`src/design/keypad_change_event_fifo_macros.svh`:
```
// assertion macros used by the keypad change event fifo engine
// no dependencies; included inside module bodies
`ifndef KEYPAD_CHANGE_EVENT_FIFO_MACROS_SVH
`define KEYPAD_CHANGE_EVENT_FIFO_MACROS_SVH

// same-cycle implication, disabled during reset
`define KCEF_CHECK_NOW(label, clk, rst, cond, expr) \
   label: assert property (@(posedge clk) disable iff (rst) (cond) |-> (expr)) \
      else $error("keypad event fifo: same-cycle check failed");

// next-cycle implication, disabled during reset
`define KCEF_CHECK_NEXT(label, clk, rst, cond, expr) \
   label: assert property (@(posedge clk) disable iff (rst) (cond) |=> (expr)) \
      else $error("keypad event fifo: next-cycle check failed");

`endif

```
`src/design/kcef_pkg.sv`:
```
// shared constants, types and helper functions of the keypad change event fifo
// no dependencies
`timescale 1ns / 1ps

package kcef_pkg;

   localparam int ROWS         = 8;
   localparam int COLS         = 8;
   localparam int FIFO_DEPTH   = 128;
   localparam int RELEASE_FLAG = 128;

   localparam int KEYS        = 64;
   localparam int KEY_W       = 6;
   localparam int CODE_W      = 8;
   localparam int PTR_W       = (FIFO_DEPTH > 1) ? $clog2(FIFO_DEPTH) : 1;
   localparam int QUEUE_DEPTH = 2;
   localparam int QIDX_W      = 1;
   localparam int QCNT_W      = 2;

   typedef enum logic {
      CMD_SCAN = 1'b0,
      CMD_POP  = 1'b1
   } cmd_kind_type;

   typedef struct packed {
      cmd_kind_type      kind;
      logic [KEYS-1:0]   bits;
   } cmd_entry_type;

   typedef struct packed {
      logic          valid;
      cmd_entry_type entry;
   } head_type;

   typedef enum logic {
      ENG_IDLE,
      ENG_SCAN
   } eng_state_type;

   // keys that lie inside the matrix
   function automatic logic [KEYS-1:0] key_mask_calc();
      logic [KEYS-1:0] m;
      m = '0;
      for (int p = 0; p < KEYS; p++) begin
         if (((p / 8) < ROWS) && ((p % 8) < COLS)) begin
            m[p] = 1'b1;
         end
      end
      return m;
   endfunction

   localparam logic [KEYS-1:0] KEY_MASK = key_mask_calc();

   // ring pointer step with wrap at the end of the ring
   function automatic logic [PTR_W-1:0] ptr_next(input logic [PTR_W-1:0] p);
      return (p == PTR_W'(FIFO_DEPTH - 1)) ? '0 : p + 1'b1;
   endfunction

endpackage

```
`src/design/kcef_cmd_queue.sv`:
```
// front end: accepts requests, classifies them and queues them for the engine
// depends on kcef_pkg
`timescale 1ns / 1ps

module kcef_cmd_queue (
   input  logic                        clock,
   input  logic                        reset,
   input  logic                        req_tvalid,
   output logic                        req_tready,
   input  logic [63:0]                 req_tdata,   // scan_bits
   input  logic [0:0]                  req_tuser,   // cmd
   output kcef_pkg::head_type          head,
   input  logic                        head_take
);
   import kcef_pkg::*;

   cmd_entry_type     slot_ff [QUEUE_DEPTH];
   logic [QIDX_W-1:0] wr_idx_ff, wr_idx_in;
   logic [QIDX_W-1:0] rd_idx_ff, rd_idx_in;
   logic [QCNT_W-1:0] count_ff, count_in;
   logic              push;
   logic              pop;
   cmd_entry_type     new_entry;

   assign req_tready = (count_ff != QCNT_W'(QUEUE_DEPTH));
   assign push       = req_tvalid && req_tready;
   assign pop        = head_take && head.valid;

   always_comb begin
      new_entry.kind = req_tuser[0] ? CMD_POP : CMD_SCAN;
      new_entry.bits = req_tdata;
   end

   always_comb begin
      wr_idx_in = push ? wr_idx_ff + 1'b1 : wr_idx_ff;
      rd_idx_in = pop  ? rd_idx_ff + 1'b1 : rd_idx_ff;
      count_in  = count_ff + QCNT_W'(push) - QCNT_W'(pop);
   end

   // head: valid flag over the oldest queued entry
   assign head = {(count_ff != '0), slot_ff[rd_idx_ff]};

   always_ff @(posedge clock) begin
      if (reset) begin
         wr_idx_ff <= '0;
         rd_idx_ff <= '0;
         count_ff  <= '0;
      end else begin
         wr_idx_ff <= wr_idx_in;
         rd_idx_ff <= rd_idx_in;
         count_ff  <= count_in;
      end
   end

   always_ff @(posedge clock) begin
      if (push) begin
         slot_ff[wr_idx_ff] <= new_entry;
      end
   end

endmodule

```
`src/design/kcef_engine.sv`:
```
// back end: walks scans against the stored snapshot, fills the event ring, serves pops
// depends on kcef_pkg and keypad_change_event_fifo_macros.svh
`timescale 1ns / 1ps

module kcef_engine (
   input  logic                        clock,
   input  logic                        reset,
   input  kcef_pkg::head_type          head,
   output logic                        head_take,
   output logic                        rsp_tvalid,
   input  logic                        rsp_tready,
   output logic [7:0]                  rsp_tdata,   // key_code
   output logic [0:0]                  rsp_tuser    // key_valid
);
   import kcef_pkg::*;
   `include "keypad_change_event_fifo_macros.svh"

   eng_state_type     state_ff, state_in;
   logic [KEY_W-1:0]  pos_ff, pos_in;
   logic [KEYS-1:0]   now_ff, now_in;
   logic [KEYS-1:0]   prev_ff, prev_in;
   logic [PTR_W-1:0]  wr_ptr_ff, wr_ptr_in;
   logic [PTR_W-1:0]  rd_ptr_ff, rd_ptr_in;
   logic              rsp_valid_ff, rsp_valid_in;
   logic [CODE_W-1:0] rsp_code_ff;
   logic              rsp_flag_ff;

   logic [CODE_W-1:0] ring_mem [FIFO_DEPTH];
   logic              ring_we;
   logic [CODE_W-1:0] ring_wdata;
   logic              ring_empty;
   logic              pop_load;
   logic              in_matrix;
   logic              was_pressed;
   logic              key_changed;

   assign ring_empty  = (rd_ptr_ff == wr_ptr_ff);
   assign in_matrix   = (int'(pos_ff[5:3]) < ROWS) && (int'(pos_ff[2:0]) < COLS);
   assign was_pressed = prev_ff[pos_ff];
   assign key_changed = in_matrix && (prev_ff[pos_ff] != now_ff[pos_ff]);
   assign ring_wdata  = {2'b00, pos_ff} | (was_pressed ? CODE_W'(RELEASE_FLAG) : '0);

   always_comb begin
      state_in     = state_ff;
      pos_in       = pos_ff;
      now_in       = now_ff;
      prev_in      = prev_ff;
      wr_ptr_in    = wr_ptr_ff;
      rd_ptr_in    = rd_ptr_ff;
      rsp_valid_in = rsp_valid_ff && !rsp_tready;
      head_take    = 1'b0;
      pop_load     = 1'b0;
      ring_we      = 1'b0;
      unique case (state_ff)
         ENG_IDLE: begin
            if (head.valid) begin
               if (head.entry.kind == CMD_SCAN) begin
                  head_take = 1'b1;
                  now_in    = head.entry.bits;
                  pos_in    = '0;
                  state_in  = ENG_SCAN;
               end else if (!rsp_valid_ff || rsp_tready) begin
                  head_take    = 1'b1;
                  pop_load     = 1'b1;
                  rsp_valid_in = 1'b1;
                  if (!ring_empty) begin
                     rd_ptr_in = ptr_next(rd_ptr_ff);
                  end
               end
            end
         end
         ENG_SCAN: begin
            if (key_changed) begin
               ring_we   = 1'b1;
               wr_ptr_in = ptr_next(wr_ptr_ff);
            end
            pos_in = pos_ff + 1'b1;
            if (pos_ff == KEY_W'(KEYS - 1)) begin
               prev_in  = now_ff & KEY_MASK;
               state_in = ENG_IDLE;
            end
         end
         default: begin
            state_in = ENG_IDLE;
         end
      endcase
   end

   always_ff @(posedge clock) begin
      if (reset) begin
         state_ff     <= ENG_IDLE;
         prev_ff      <= '0;
         wr_ptr_ff    <= '0;
         rd_ptr_ff    <= '0;
         rsp_valid_ff <= 1'b0;
      end else begin
         state_ff     <= state_in;
         prev_ff      <= prev_in;
         wr_ptr_ff    <= wr_ptr_in;
         rd_ptr_ff    <= rd_ptr_in;
         rsp_valid_ff <= rsp_valid_in;
      end
   end

   always_ff @(posedge clock) begin
      pos_ff <= pos_in;
      now_ff <= now_in;
   end

   // event ring, read data lands straight in the response register
   always_ff @(posedge clock) begin
      if (ring_we) begin
         ring_mem[wr_ptr_ff] <= ring_wdata;
      end
      if (pop_load) begin
         rsp_flag_ff <= !ring_empty;
         rsp_code_ff <= ring_empty ? '0 : ring_mem[rd_ptr_ff];
      end
   end

   assign rsp_tvalid   = rsp_valid_ff;
   assign rsp_tdata    = rsp_code_ff;
   assign rsp_tuser[0] = rsp_flag_ff;

   `KCEF_CHECK_NEXT(a_walk_ends, clock, reset, (state_ff == ENG_SCAN) && (pos_ff == KEY_W'(KEYS - 1)), state_ff == ENG_IDLE)
   `KCEF_CHECK_NEXT(a_wr_ptr_idle, clock, reset, state_ff == ENG_IDLE, wr_ptr_ff == $past(wr_ptr_ff))
   `KCEF_CHECK_NOW(a_pop_has_room, clock, reset, head_take && (head.entry.kind == CMD_POP), !rsp_valid_ff || rsp_tready)
   `KCEF_CHECK_NOW(a_no_take_in_walk, clock, reset, state_ff == ENG_SCAN, !head_take)

endmodule

```
`src/design/keypad_change_event_fifo.sv`:
```
// top level of the keypad change event fifo: command queue in front, scan/pop engine behind
// depends on kcef_pkg, kcef_cmd_queue and kcef_engine
`timescale 1ns / 1ps

//  channel | dir | tdata             | tuser         | moves
//  req_    | in  | scan_bits [63:0]  | cmd [0]       | one scan or pop request
//  rsp_    | out | key_code  [7:0]   | key_valid [0] | one popped event per pop request
//
//  a scan loads the request bits, then walks the 64 key positions in order, making at most
//  one ring write per position through the single write port of the event ring
//  a pop reads the ring straight into the registered response
//  a two-entry request queue lets requests land while the engine walks a scan
//  reset is synchronous: snapshot and pointers clear, ring contents are left as they are
//  a stalled response holds the engine only when the next queued request is a pop

module keypad_change_event_fifo (
   input  logic        clock,
   input  logic        reset,
   input  logic        req_tvalid,
   output logic        req_tready,
   input  logic [63:0] req_tdata,   // scan_bits
   input  logic [0:0]  req_tuser,   // cmd
   output logic        rsp_tvalid,
   input  logic        rsp_tready,
   output logic [7:0]  rsp_tdata,   // key_code
   output logic [0:0]  rsp_tuser    // key_valid
);
   import kcef_pkg::*;

   // oldest queued request as seen by the engine
   head_type head;
   // engine consumes the queue head
   logic     head_take;

   // front end: request acceptance and classification
   kcef_cmd_queue u_queue (
      .clock      (clock),
      .reset      (reset),
      .req_tvalid (req_tvalid),
      .req_tready (req_tready),
      .req_tdata  (req_tdata),
      .req_tuser  (req_tuser),
      .head       (head),
      .head_take  (head_take)
   );

   // back end: key walk, event ring and response register
   kcef_engine u_engine (
      .clock      (clock),
      .reset      (reset),
      .head       (head),
      .head_take  (head_take),
      .rsp_tvalid (rsp_tvalid),
      .rsp_tready (rsp_tready),
      .rsp_tdata  (rsp_tdata),
      .rsp_tuser  (rsp_tuser)
   );

endmodule

```
`config.mk`:
```
export PLATFORM = sky130hd
export DESIGN_NAME = keypad_change_event_fifo
export DESIGN_NICKNAME = d
export VERILOG_FILES = /design/src/design/kcef_pkg.sv /design/src/design/kcef_cmd_queue.sv /design/src/design/kcef_engine.sv /design/src/design/keypad_change_event_fifo.sv
export VERILOG_INCLUDE_DIRS = /design/src /design/src/design
export SDC_FILE = /design/constraint.sdc
export NUM_CORES = 1
export LEC_CHECK = 0
export BUFFER_PORTS_ARGS = -buffer_cell sky130_fd_sc_hd__buf_2
export CAP_MARGIN = 5
export CORE_UTILIZATION = 55
export CTS_CLUSTER_SIZE = 10
export DETAILED_ROUTE_END_ITERATION = 16
export PLACE_DENSITY_LB_ADDON = 0.05
export SLEW_MARGIN = 10
export SYNTH_ARGS = -nofsm -noshare
export SYNTH_HDL_FRONTEND = slang
export SYNTH_SLANG_ARGS = --single-unit
```
`constraint.sdc`:
```
create_clock -name clock -period 8.35 [get_ports clock]
set_clock_uncertainty 0.15 [all_clocks]
set_input_delay 1.67 -clock clock [delete_from_list [all_inputs] [get_ports clock]]
set_output_delay 1.67 -clock clock [all_outputs]
set_load 0.005 [all_outputs]
```
**Word level (Yosys, flattened, before mapping)**

Memory sizes are Yosys's and may differ from the RTL's. A register that Yosys moved wholly into a read port is not among the register bits.
Index checks and enable logic that the tools add are counted.

- Memories kept: 2
- Register bits: 155
- Logic and storage cells: 80
- Bits in writable memories: 1154
- Input port bits: 69
- Output and inout port bits: 11

- Reductions and logical operators: 13
- Bitwise operators: 4
- Eq/ne operators: 8
- $add $sub $neg: 7
- Mux-type cells: 34
- Magnitude comparators: 1

Memory list:

| name | words | width | rd ports | clocked after memory_dff | write ports | line | RTL |
|---|---|---|---|---|---|---|---|
| u_engine.ring_mem | 128 | 8 | 1 | 1 | 1 | kcef_engine.sv:28 | `logic [CODE_W-1:0] ring_mem [FIFO_DEPTH];` |
| u_queue.slot_ff | 2 | 65 | 1 | 1 | 1 | kcef_cmd_queue.sv:17 | `cmd_entry_type slot_ff [QUEUE_DEPTH];` |

Operators with widths:

| operator | number |
|---|---|
| $mux 1 | 25 |
| $add 7x1->7 const B | 2 |
| $eq 7x7->1 const B | 2 |
| $mux 7 | 2 |
| $bmux 1 s6 | 2 |
| $mux 6 | 2 |
| $pmux 6 s2 | 1 |
| $mux 8 | 1 |
| $or 6x8->8 | 1 |
| $eq 7x7->1 | 1 |
| $lt 6x7->1 const B | 1 |
| $add 6x1->6 const B | 1 |
| $eq 6x6->1 const B | 1 |
| $ne 2x2->1 const B | 3 |
| $reduce_and 2->1 | 3 |
| $reduce_and 5->1 | 1 |
| $logic_and 1x1->1 | 3 |
| $logic_not 1->1 | 3 |
| $not 1->1 | 3 |
| $reduce_and 3->1 | 1 |
| $add 1x1->1 const B | 2 |
| $add 2x1->2 | 1 |
| $pmux 1 s2 | 1 |
| $reduce_bool 2->1 | 1 |
| other kinds (3) | 3 |

**Longest topological paths before layout**

- Depth after elaboration: 9
- Gate-level depth with buffers: 12
- Depth with buffers taken out: 8

**Cells and area by module**

Synthesis repeated with hierarchy kept, for this count alone.

- Cell total of the unflattened synthesis: 2295
- Area, all modules: 46533.4 µm²

By module, submodules not included:

| module | instances | area an instance (µm²) | cells an instance | seq. area each (µm²) |
|---|---|---|---|---|
| kcef_engine | 1 | 41592.4 | 2064 | 30849.6 |
| kcef_cmd_queue | 1 | 4941.0 | 231 | 4003.8 |

**Worst setup path after synthesis**

Ideal clock, no wire load.

- Kind: register to register
- From: register with a tool-made name
- To: register u_engine.now_ff[0], enable pin
- Arrival: 5038 ps
- Stages on the path, launching flop included: 3
- Setup slack: 2597 ps
- Clock period less this slack: 5753 ps
- Buffers on the path: 0
- Required time: 7635 ps
- Setup time: 565 ps
- Cell sequence: dfxtp_1 -> mux2_2 -> nor3_1

RTL lines:

| item | line | RTL |
|---|---|---|
| end signal, assigned | kcef_engine.sv:107 | `now_ff <= now_in;` |
| end, declared | kcef_engine.sv:20 | `logic [KEYS-1:0] now_ff, now_in;` |

**Worst setup path in the final report**

- From: register u_engine.pos_ff[1]
- To: memory u_engine.ring_mem[24][3], enable pin

- Longest elaborated chain between the ends: 7
- Elaborated cells on any way between the ends: 9
- Classes of those cells: 1 x eq/ne; 8 x mux

RTL lines:

| item | line | RTL |
|---|---|---|
| start, declared | kcef_engine.sv:19 | `logic [KEY_W-1:0] pos_ff, pos_in;` |
| start signal, assigned | kcef_engine.sv:106 | `pos_ff <= pos_in;` |
| $bmux 1 s6 | kcef_engine.sv:40 | `assign key_changed = in_matrix && (prev_ff[pos_ff] != now_ff[pos_ff]);` |
| $mux 1 (implied by the code) | kcef_engine.sv:40 |  |
| $ne 1x1->1 (*) | kcef_engine.sv:40 |  |
| $mux 1 (*) | kcef_engine.sv:73 | `if (key_changed) begin` |
| $mux 1 (*) | kcef_engine.sv:54 | `unique case (state_ff)` |
| $mux 1 (*) | kcef_engine.sv:112 | `if (ring_we) begin` |
| $mux 1 (implied by the code) (*) | kcef_engine.sv:113 | `ring_mem[wr_ptr_ff] <= ring_wdata;` |
| end, declared | kcef_engine.sv:28 |  |

Every way passes the cells marked *; elsewhere a longest branch is shown, timed or not. The select of a mux whose other input is x is not followed.

==> metrics.md <==
| Metric | Value |
|---|---|
| Final hold violation count | 0 |
| CP Data Required Time | 8.55 ns |
| Post-Syn Area | 0.0462 sq mm |
| Skew-Pair Late Insertion Delay | 0.73 ns |
| Crit path DAT | 5.95 ns |
| Final Worst Setup Slack | 2.61 ns |
| Placed insts | 3328 |
| Via count | 22046 |
| All-layer global routing usage | 0.246 |
| Relative slew slack | 0.184 |
| Crit end category | flop |
| Final HPWL DP | 60.5 mm |
| Slowest cell on the critical path | edfxtp_1 |
| Drt via density | 6.23 |
| Die ar. | 0.0851 sq mm |
| Critical path's largest stage delay | 1.06 ns |
| Seq. cell area | 0.0349 sq mm |
| # fillers | 5668 |
| Yosys reg bits | 1189 |
| Drt total wl | 102 mm |
| Max Buffers Root-to-Sink | 3 |
| Mean Syn Cell Area | 20.3 sq um |
| Initial DRC Count | 2164 |
| Synth cell types | 48 |
| Largest net degree at the start of global routing | 129 |
| Setup bufs post-CTS | 0 |
| Met3 Use GR | 0.0460 |
| Slew Limit Fails | 0 |
| Met1 global-route usage | 0.351 |
| Vert. Die Dim | 292 um |
| Overflow after GRT | 0 |
| Crit Path Class | flop to flop |
| Multi-input gate area | 0.0107 sq mm |
| Core Area | 0.0826 sq mm |
| Global-route wire length before repair | 151 mm |
| Cts bufs inserted | 138 |
| Place WS | 2.46 ns |
| RD Place Congestion | 0.809 |
| Clock sinks | 1189 |
| # port buffers | 78 |
| Worst Setup Start Kind | flop |
| Post-CTS sizing | 0 |
| FFs w/ async S/R, synth | 0 |
| Critical Path, Cell by Cell | buf_4, mux4_2, mux2_2, nand2_1, nand4_1, xnor2_1, o22ai_4, nand3b_2, nor2_1 |
| Max Cap Violations | 0 |
| H-tree levels | 4 |
| Mapped Cells | 2281 |
| Gr busiest metal | met2 |
| IO Count | 80 |
| Die X | 292 um |
| Least-Margin Pin Slew | 1.22 ns |
| Area growth from synthesis to layout | 11.5% |
| Initial antenna violation count | 3 |
| Ys Warns | 0 |
| Pleak | 15.8 nW |
| ANT nets after route | 0 |
| Max rail drop VDD | 0.350 mV |
| Site row count | 105 |
| Hold Buf Count CTS | 0 |
| Top post-synthesis cells by area | edfxtp_1 72%, mux4_2 15%, dfxtp_1 3.7%, mux2_2 1.7%, nand2_1 1.3% |
| Sequential fraction of the synthesis area | 0.755 |
| Setup TNS | 0 ns |
| Vias in the first global route | 22747 |
| Min Clock Period, post-route | 5.74 ns |
| Final cell count without fillers | 3536 |
| CTS tree | yes |
| Period Utilization, post-route | 0.688 |
| Routed len/inst | 28.8 um |
| Pwr Density | 295 mW/mm^2 |
| Post-synth top area share | 0.718 |
| Fmax achieved | 0.174 GHz |
| Outcome | complete, no violations |
| Fin nets | 2472 |
| Initial Utilization | 0.559 |
| CTS root buf | clkbuf_16 |
| Ys flop type | edfxtp_1 |
| Number of synthesized flops with an enable pin | 1104 |
| Mapped Nets | 2355 |
| RSZ-0062 raised after global routing | false |
| Hold Crit Class | flop to flop |
| DRC Markers | 0 |
| # diodes | 0 |
| Largest area contributor in the netlist | edfxtp_1 |
| Ratio of cells with drive above 1 in the final layout | 0.264 |
| Global Route met2 Usage | 0.387 |
| Critical Path Fanout Max | 28 |
| Final setup fails | 0 |
| Initial DRT Pass Iterations | 7 |
| Clk pin slew, worst setup/hold paths | 0.05 ns |
| Power Total | 15.2 mW |
-- report_power, final --
part	leakage, nW	internal [mW]	total, mW	switching [mW]
Clock	1.88	3.07	5.31	2.24
Combinational	3.21	0.638	2.20	1.56
Sequential	10.7	7.53	7.72	0.185
-- cell usage after synthesis, types with 2 or more instances --
cell type  number
and4_1          2
dfxtp_1        85
a221oi_1        2
mux4_2        302
nor2_1        153
nand3_1        27
ha_1            5
nand2_1       158
and3_1          7
clkbuf_1       82
nor2b_1        14
a22oi_1        20
xnor2_1        12
a22o_1          7
nor3_1          4
a311oi_1        2
buf_6           3
and2_1          7
nand3b_2        3
buf_2          32
buf_1           6
nand4_1         6
nand2b_1        2
or3_1           2
inv_1           7
a21oi_1        71
o211ai_1        2
edfxtp_1     1104
xor2_1          8
mux2i_1        50
buf_4           7
mux2_2         69
o21ai_0         5
-- sequential cells by signal, indices dropped and copies added (netlist names), named ones only --
register / count
u_engine.rsp_tuser: 1
u_queue.rd_idx_ff: 1
u_engine.wr_ptr_ff: 7
u_engine.rsp_tdata: 7
u_engine.pos_ff: 6
u_engine.now_ff: 64
u_engine.rsp_tvalid: 1
u_queue.slot_ff: 130
u_engine.ring_mem: 896
u_engine.rd_ptr_ff: 7
u_queue.wr_idx_ff: 1
u_engine.state_ff: 1
u_engine.prev_ff: 64
u_queue.count_ff: 2
-- worst paths after layout --
check / end / cells past startpoint / startpoint / slack [ns]
setup / recovery: u_engine.ring_mem[24][3]$_DFFE_PP_ / 9 / u_engine.pos_ff[1]$_SDFFCE_PN0P_ / 2.61
hold reg to reg: u_engine.prev_ff[37]$_SDFFE_PP0P_ / 2 / u_engine.prev_ff[37]$_SDFFE_PP0P_ / 0.30
setup reg to reg: u_engine.ring_mem[24][3]$_DFFE_PP_ / 9 / u_engine.pos_ff[1]$_SDFFCE_PN0P_ / 2.61
hold / removal: u_engine.prev_ff[37]$_SDFFE_PP0P_ / 2 / u_engine.prev_ff[37]$_SDFFE_PP0P_ / 0.30
-- placed cells by master (no fill, tap or decap), drive strengths merged, types with 2 or more instances in the layout --
cell type  netlist  layout
nand4            7       7
a22oi           20      20
inv              7      15
clkbuf          82     192
o21ai            5       5
a21oi           71      71
or3              2       2
nand3           27      27
nand2          158     158
edfxtp        1104    1104
a22o             7       7
mux2            69      69
xor2             8       8
nor2b           14      14
and4             2       2
o211ai           2       2
nand3b           3       3
dfxtp           85      85
nor3             4       4
a221oi           2       2
mux4           302     302
buf             50     109
ha               5       5
and2             8       8
clkinv           0       8
nor2           153     153
nand2b           2       2
and3             7       7
xnor2           13      13
mux2i           50      50
a311oi           2       2
-- per-stage QoR --
step           cell area [sq um]  utilization  hold WS [ns]
6_report                   51500        0.624         0.304
3_3_place_gp               47600        0.576         0.294
5_1_grt                    51500        0.624         0.322
3_5_place_dp               47600        0.576         0.297
2_1_floorplan              46200            -         0.283
4_1_cts                    51500        0.624         0.305
-- cell type report --
type                            count  share of cell area
Clock buffer                      192              0.0718
Clock inverter                     16             0.00386
Tap cell                         1070              0.0260
Multi-Input combinational cell    953               0.208
Sequential cell                  1189               0.677
Inverter                            7            0.000510
Timing Repair Buffer              109              0.0128
-- layer usage --
layer	wire length, um	share of wire
met5	13	0.00013
met4	2610	0.026
met3	6590	0.065
met2	49900	0.49
met1	42700	0.42
-- worst max-delay path: cells and delay by family (launching register included) --
family / cells / cell delay, ns
mux: 2 / 0.83
simple gates: 4 / 2.04
compound gates: 1 / 0.51
flops: 1 / 1.06
xor+xnor: 1 / 0.24
buf+inv: 1 / 0.51
-- cells by family (layout without fill, tap and decap cells) --
logic type | count (synthesis) | after routing | synth area share
adder cells (fa/ha/maj) | 5 | 5 | 0.00135
AO/OA/AOI/OAI | 116 | 116 | 0.0154
flip-flops | 1189 | 1189 | 0.755
XOR/XNOR | 21 | 21 | 0.00414
multiplexers | 421 | 421 | 0.175
other | 1 | 1 | 0.0000812
AND/OR/NAND/NOR | 389 | 389 | 0.0358
buffers and inverters | 139 | 324 | 0.0138
Note: power is estimated with default switching activity, not from simulation.
